<file path="src/design/rcf_pkg.sv">
// Shared types, constants and pipeline schedule for the regularized Coulomb friction block.
// No dependencies; every other design file but rcf_ifs refers to it by scoped names.
package rcf_pkg;

    // Configuration register indexes
    typedef enum logic [7:0] {
        CFG_FRICTION_ENABLE = 8'd0,
        CFG_MU_STICK        = 8'd1,
        CFG_MU_SLIDE        = 8'd2,
        CFG_TIME_STEP       = 8'd3
    } t_cfg_idx;

    typedef struct packed {
        logic        friction_enable;
        logic [17:0] mu_stick;
        logic [17:0] mu_slide;
        logic [31:0] time_step;
    } t_cfg;

    localparam logic [31:0] TIME_STEP_RST = 32'd4294967;

    localparam logic [63:0] POS_CAP = 64'h7FFF_FFFF_FFFF_FFFF;
    localparam logic [63:0] NEG_CAP = 64'h8000_0000_0000_0000;

    // Speed limits in Q.16 and scale factors
    localparam logic [23:0] V_DECAY_MAX = 24'd10485760;   // 160.0
    localparam logic [20:0] VC_MAX      = 21'h10_0000;    // 16.0
    localparam logic [28:0] X_SCALE     = 29'd429496730;  // 0.1 in Q0.32
    localparam logic [56:0] SQ_BIAS     = 57'd28147497671; // 0.01^2 in Q.48
    localparam logic [32:0] ONE_Q32     = 33'h1_0000_0000;

    // exp(-2^k) in Q0.32, k = -16 .. 3
    localparam int EXP_TERMS = 20;
    localparam logic [31:0] EXP_TAB [EXP_TERMS] = '{
        32'd4294901760, 32'd4294836226, 32'd4294705160, 32'd4294443040,
        32'd4293918848, 32'd4292870656, 32'd4290775039, 32'd4286586875,
        32'd4278222805, 32'd4261543595, 32'd4228380000, 32'd4162825044,
        32'd4034748382, 32'd3790295335, 32'd3344923893, 32'd2605029347,
        32'd1580030169, 32'd581260615,  32'd78665070,   32'd1440801
    };

    // Pipeline schedule: register index at which each operation lands
    localparam int K_PP       = 1;
    localparam int K_SUM      = 2;
    localparam int K_SAT      = 3;
    localparam int DIV1_FIRST = 2;
    localparam int DIV1_BITS  = 24;
    localparam int K_V        = DIV1_FIRST + DIV1_BITS;
    localparam int K_SQI      = K_V + 1;
    localparam int EXP_FIRST  = K_SQI + 1;
    localparam int SQ_FIRST   = K_SQI + 1;
    localparam int SQ_STEPS   = 29;
    localparam int SQ_TOP     = 2 * (SQ_STEPS - 1);
    localparam int K_QI       = SQ_FIRST + SQ_STEPS;
    localparam int DIV2_FIRST = K_QI + 1;
    localparam int DIV2_BITS  = 33;
    localparam int K_R        = DIV2_FIRST + DIV2_BITS;
    localparam int K_BASE     = K_R + 1;
    localparam int K_MUP      = K_BASE + 1;
    localparam int K_MU       = K_MUP + 1;
    localparam int K_LP       = K_MU + 1;
    localparam int K_LS       = K_LP + 1;
    localparam int K_LIM      = K_LS + 1;
    localparam int K_OUT      = K_LIM + 1;
    localparam int NST        = K_OUT + 1;

    typedef struct packed {
        logic        nneg;
        logic        tneg;
        logic [31:0] nmag;
        logic [31:0] tmag;
        logic [47:0] pn;
        logic [47:0] pt;
        logic [63:0] pn_lo;
        logic [47:0] pn_hi;
        logic [63:0] pt_lo;
        logic [47:0] pt_hi;
        logic [79:0] fn_sum;
        logic [79:0] ft_sum;
        logic [63:0] fn_mag;
        logic [63:0] ft_mag;
        logic [63:0] fn;
        logic [63:0] ft;
        logic        d_over;
        logic [32:0] d_rem;
        logic [23:0] d_quot;
        logic        vbig;
        logic [52:0] xprod;
        logic [20:0] vc;
        logic [41:0] sq;
        logic [32:0] e_acc;
        logic [56:0] s_n;
        logic [57:0] s_res;
        logic        q_over;
        logic [29:0] q_rem;
        logic [32:0] q_quot;
        logic [32:0] r;
        logic        dsgn;
        logic [50:0] dprod;
        logic [17:0] base;
        logic [50:0] muprod;
        logic [17:0] mu;
        logic [49:0] l_lo;
        logic [49:0] l_hi;
        logic [81:0] l_sum;
        logic [62:0] limit;
        logic        slip;
    } t_pipe;

endpackage

</file>
<file path="src/design/rcf_ifs.sv">


interface rcf_cfg_if;
    logic        valid;
    logic        ready;
    logic [7:0]  index;
    logic [31:0] data;

    modport source (output valid, index, data, input ready);
    modport sink   (input valid, index, data, output ready);
endinterface

</file>
<file path="src/design/rcf_cfg.sv">
// Configuration register file of the friction block.
// Depends on rcf_pkg and the rcf_cfg_if channel.
module rcf_cfg (
    input  logic          i_clk,
    input  logic          i_rst_n,
    rcf_cfg_if.sink       i_cfg,
    output rcf_pkg::t_cfg o_cfg
);

    rcf_pkg::t_cfg r_cfg;

    assign i_cfg.ready = 1'b1;
    assign o_cfg       = r_cfg;

    always_ff @(posedge i_clk) begin
        if (!i_rst_n) begin
            r_cfg.friction_enable <= 1'b0;
            r_cfg.mu_stick        <= '0;
            r_cfg.mu_slide        <= '0;
            r_cfg.time_step       <= rcf_pkg::TIME_STEP_RST;
        end else if (i_cfg.valid) begin
            unique case (i_cfg.index)
                rcf_pkg::CFG_FRICTION_ENABLE: r_cfg.friction_enable <= i_cfg.data[0];
                rcf_pkg::CFG_MU_STICK:        r_cfg.mu_stick        <= i_cfg.data[17:0];
                rcf_pkg::CFG_MU_SLIDE:        r_cfg.mu_slide        <= i_cfg.data[17:0];
                rcf_pkg::CFG_TIME_STEP:       r_cfg.time_step       <= i_cfg.data;
                default: ; // unknown index: drop the request
            endcase
        end
    end

endmodule

</file>
<file path="src/flat_wrapper.sv">
// flat-port wrapper written by rule: the top's interface ports become plain ports
module rcf_cfg_flat 
  (i_clk, i_rst_n, o_cfg, i_cfg_valid, i_cfg_index, i_cfg_data, i_cfg_ready);
  rcf_cfg_if i_cfg_i ();
  input  logic i_clk;
  input  logic i_rst_n;
  output rcf_pkg::t_cfg o_cfg;
  input wire logic [$bits(i_cfg_i.valid)-1:0] i_cfg_valid;
  input wire logic [$bits(i_cfg_i.index)-1:0] i_cfg_index;
  input wire logic [$bits(i_cfg_i.data)-1:0] i_cfg_data;
  output wire logic [$bits(i_cfg_i.ready)-1:0] i_cfg_ready;
  assign i_cfg_i.valid = i_cfg_valid;
  assign i_cfg_i.index = i_cfg_index;
  assign i_cfg_i.data = i_cfg_data;
  assign i_cfg_ready = i_cfg_i.ready;
  rcf_cfg u_core (.i_clk(i_clk), .i_rst_n(i_rst_n), .i_cfg(i_cfg_i), .o_cfg(o_cfg));
endmodule
</file>
<file path="config.mk">
export PLATFORM = sky130hd
export DESIGN_NAME = rcf_cfg_flat
export DESIGN_NICKNAME = d
export VERILOG_FILES = /design/src/design/rcf_pkg.sv /design/src/design/rcf_ifs.sv /design/src/design/rcf_cfg.sv /design/src/flat_wrapper.sv
export SDC_FILE = /design/constraint.sdc
export NUM_CORES = 1
export LEC_CHECK = 0
export BUFFER_PORTS_ARGS = -buffer_cell sky130_fd_sc_hd__buf_2
export CELL_PAD_IN_SITES_DETAIL_PLACEMENT = 0
export CELL_PAD_IN_SITES_GLOBAL_PLACEMENT = 1
export CORE_MARGIN = 3
export CORE_UTILIZATION = 38
export DETAILED_ROUTE_END_ITERATION = 7
export GPL_ROUTABILITY_DRIVEN = 0
export PLACE_DENSITY = 0.9
export SLEW_MARGIN = 20
export SYNTH_ARGS = -nofsm -noshare
export SYNTH_HDL_FRONTEND = slang
export SYNTH_SLANG_ARGS = --single-unit
</file>
<file path="constraint.sdc">
create_clock -name i_clk -period 2.8 [get_ports i_clk]
set_input_delay 0.56 -clock i_clk [delete_from_list [all_inputs] [get_ports i_clk]]
set_output_delay 0.56 -clock i_clk [all_outputs]
set_load 0.05 [all_outputs]
</file>
# Word level (Yosys, flattened, before mapping)

Cells that the tools add are included.

Register bits: 69
Bits in latches: 0
Bits in writable memories: 0
ROM bits: 0
Output and inout port bits: 70
Memories: 0

$add $sub $neg: 0
$mul: 0
Div/mod/pow operators: 0
Magnitude comparators: 0
Equal/unequal tests: 3
Shift operators: 0
Muxes and demuxes: 0
Bitwise operators: 0
Reduce and logical (&&, ||, !) cells: 5

Operators by type and width:

| cell                                                             | number |
|---|---|
| 8-bit by 2-bit == test with 1-bit output (second input constant) | 2 |
| 8-bit by 1-bit == test with 1-bit output (second input constant) | 1 |
| 8-bit logical NOT                                                | 1 |
| 2-bit AND reduction                                              | 4 |

# Depth between registers and ports, before layout

Word-level depth: 2
Gate-level depth with buffers: 5

# Worst setup path before layout

No wires, ideal clock.

Path kind: input to register
Start: input i_cfg_index[5]
End: register u_core.r_cfg, in the netlist u_core.o_cfg[57]
Data arrival time: 1.577 ns
Required time: 2.728 ns
Slack: 1.151 ns
Stages: 5
Path buffers: 2
Cell sequence: nor3_1 and4b_1 buf_6 buf_12 mux2i_1

Longest elaborated chain between the ends: 2

Ends and longest elaborated chain:

| what                                     | RTL line          | source |
|---|---|---|
| start: declaration                       | flat_wrapper.sv:9 | `input wire logic [$bits(i_cfg_i.index)-1:0] i_cfg_index;` |
| 8-bit by 1-bit == test with 1-bit output | rcf_cfg.sv:22     | `unique case (i_cfg.index)` |
| 2-bit AND reduction (no line)            | -                 |  |
| end: declaration                         | rcf_cfg.sv:10     | `rcf_pkg::t_cfg r_cfg;` |

Every way passes these cells.
A chain may end at the register's enable or synchronous reset.

# Final worst setup path

Start: input i_cfg_index[5]
End: register u_core.r_cfg, in the netlist u_core.o_cfg[55]

Same word-level chain as after synthesis.

==> flow_summary.toml <==
[timing]
final.setup.tns_ns = 0
setup_viol = 0
period_needed_ns = 1.65
setup_ws_ns = 1.15
rsz0062_at_grt = "false"
period_share = 0.591
fmax_mhz = 604
finalHoldViolCount = 0
fin_skew_ns = 0
finalMaxSlewViolations = 0

[finish]
fin_util = 0.516
final_cells = 483
fill_cells = 706
largest_reg_flops = 69
layout.nets = 425
antennaDiodeCount = 0
layout_common_cells = "buf_2 (110), nand2_1 (90), mux2i_1 (69), dfxtp_1 (69), nor2b_1 (20)"
layout_commonest_cell = "buf_2"
syn2layout_area_growth_pct = 29.7
drive_gt1_frac = 0.349

[logic_synthesis]
ys_types = 15
synth-adder-area-share = 0
yosysSeqAreaShare = 0.503
ys_warn_count = 0
netlist_instances = 275
syn-num-nets = 318
synth_top_family_by_area = "multiplexers"
synth_mux_area_frac = 0.251
synth-compound-area-share = 0
synth_area_per_cell_um2 = 9.99
synth-seq-cells = 69
syn-cell-area_um2 = 2750
synth-simple-area-share = 0.195
synth_xor_area_frac = 0

[grt]
grt_use_total = 0.155
grt_pass1_wl_um = 10400
grt_antenna_before_repair = 0
grt-ovfl-total = 0
grt_max_degree = 111
grt_pass1_vias = 2254

[pwr]
p_leak_nw = 1.93
power_density_nw_per_um2 = 554
fin_total_pwr_mw = 1.97
ir_worst_vdd_mv = 0.303

[clock_tree]
clkTransAtPathRegs_ns = 0.07
clkSinkCount = 69
cts-root-buf = "clkbuf_8"
postCtsHoldBufs = 0
cts_buffers = 9
clock_latency_ns = 0.32
h-tree-depth = 3
cts_resized = 0
post_cts_buffers = 0
cts_tree = "done"
cts.path.max_buffers = 2

[setup_path]
r2r_cells = 2
crit_required_ns = 3.05
path_class = "input pin to flop"
r2r-end = "u_core.o_cfg[8]$_SDFFE_PN1P_"
worstPathMaxFanout = 18
r2r_slack_ns = 2.17
cp-startpoint = "i_cfg_index[5]"
cp-end-kind = "flop"
cp_data_arrival_time_ns = 1.90
crit-reg2reg-launch = "u_core.o_cfg[8]$_SDFFE_PN1P_"
endpoint = "u_core.o_cfg[55]$_SDFFE_PN0P_"
cp-start-kind = "input pin"

[drt]
wire_per_inst_um = 12.9
drtAntennaViolNets = 0
drtPass1Iterations = 4
post-route-drc-count = 0
wl_um = 6210
avgViaCountPerCell = 4.57
dr.first_iter.drc_count = 82
dr_total_vias = 2205

[placed_design]
port_buffers = 111
place_hpwl_um = 4300
dp_slack_ns = 0.813
dp.cells = 467

[run]
cap_violations = 0

[floorplanning]
initial_core_util = 0.398
die_h_um = 91.0
io_pins = 113
die_w_um = 91.0
core_um2 = 6910
row_count = 30
die-area_um2 = 8290

[hold_path]
hp-class = "flop to flop"

[status]
status = "complete, no violations"
[worst min-delay path by stage]
stage / slack (ns) / depth (start not counted) / start / endpoint
final: 0.45 / 2 / u_core.o_cfg[29]$_SDFFE_PN0P_ / u_core.o_cfg[29]$_SDFFE_PN0P_
after global routing: 0.45 / 3 / i_cfg_data[19] / u_core.o_cfg[19]$_SDFFE_PN0P_
after CTS: 0.44 / 3 / i_cfg_data[18] / u_core.o_cfg[18]$_SDFFE_PN0P_
after detailed placement: 0.45 / 2 / u_core.o_cfg[64]$_SDFFE_PN0P_ / u_core.o_cfg[64]$_SDFFE_PN0P_
after global placement: 0.44 / 2 / u_core.o_cfg[66]$_SDFFE_PN0P_ / u_core.o_cfg[66]$_SDFFE_PN0P_
after floorplan: 0.67 / 2 / u_core.o_cfg[50]$_SDFFE_PN0P_ / u_core.o_cfg[50]$_SDFFE_PN0P_
[area by class of cell]
| type | count | area (µm²) | area share |
|---|---|---|---|
| Clock buffer | 10 | 138 | 0.0386 |
| Clock inverter | 6 | 86.3 | 0.0242 |
| Multi-Input combinational cell | 186 | 1230 | 0.345 |
| Sequential cell | 69 | 1380 | 0.388 |
| Tap cell | 96 | 120 | 0.0337 |
| Timing Repair Buffer | 116 | 608 | 0.171 |
[cell families (layout without fill, tap and decap cells)]
logic type | after synthesis | in the layout
AND/OR/NAND/NOR | 116 | 116
multiplexers | 69 | 69
flip-flops | 69 | 69
buffers and inverters | 20 | 132
other | 1 | 1
[where the power goes]
group | internal, mW | switching, mW | leakage (nW)
Combinational | 0.0405 | 0.0566 | 1.26
Clock | 0.524 | 0.371 | 0.112
Sequential | 0.982 | 0.000590 | 0.556
Total | 1.55 | 0.428 | 1.93
[synth_stat cells]
cell type	count	area [µm²]
buf_12	1	20.0
dfxtp_1	69	1380
nor3_1	1	5.00
and4bb_2	1	12.5
mux2i_1	69	691
nor4b_4	1	23.8
conb_1	1	3.75
and4b_1	1	10.0
nand4_2	1	12.5
buf_6	5	56.3
nand2_1	90	338
buf_4	2	15.0
nor2b_1	20	125
nand4b_1	1	8.76
clkbuf_1	12	45.0
[worst max-delay path: stages]
cell	delay, ns
buf_2	0.10
nor3_1	0.41
and4b_1	0.27
buf_4	0.31
mux2i_1	0.24
[stage by stage]
| stage | hold slack (ns) | area, µm² |
|---|---|---|
| floorplan | 0.674 | 2750 |
| global placement | 0.440 | 3340 |
| detailed placement | 0.448 | 3340 |
| CTS | 0.444 | 3560 |
| global route | 0.447 | 3560 |
| finish | 0.454 | 3560 |
[layer usage]
layer	global-route usage	vias up	wire, µm
met5	0	-	0
met4	0.0754	0	113
met3	0.0414	8	353
met2	0.261	76	2990
met1	0.181	1011	2760
li1	-	1110	-
Power figures use the tool's default switching activity.
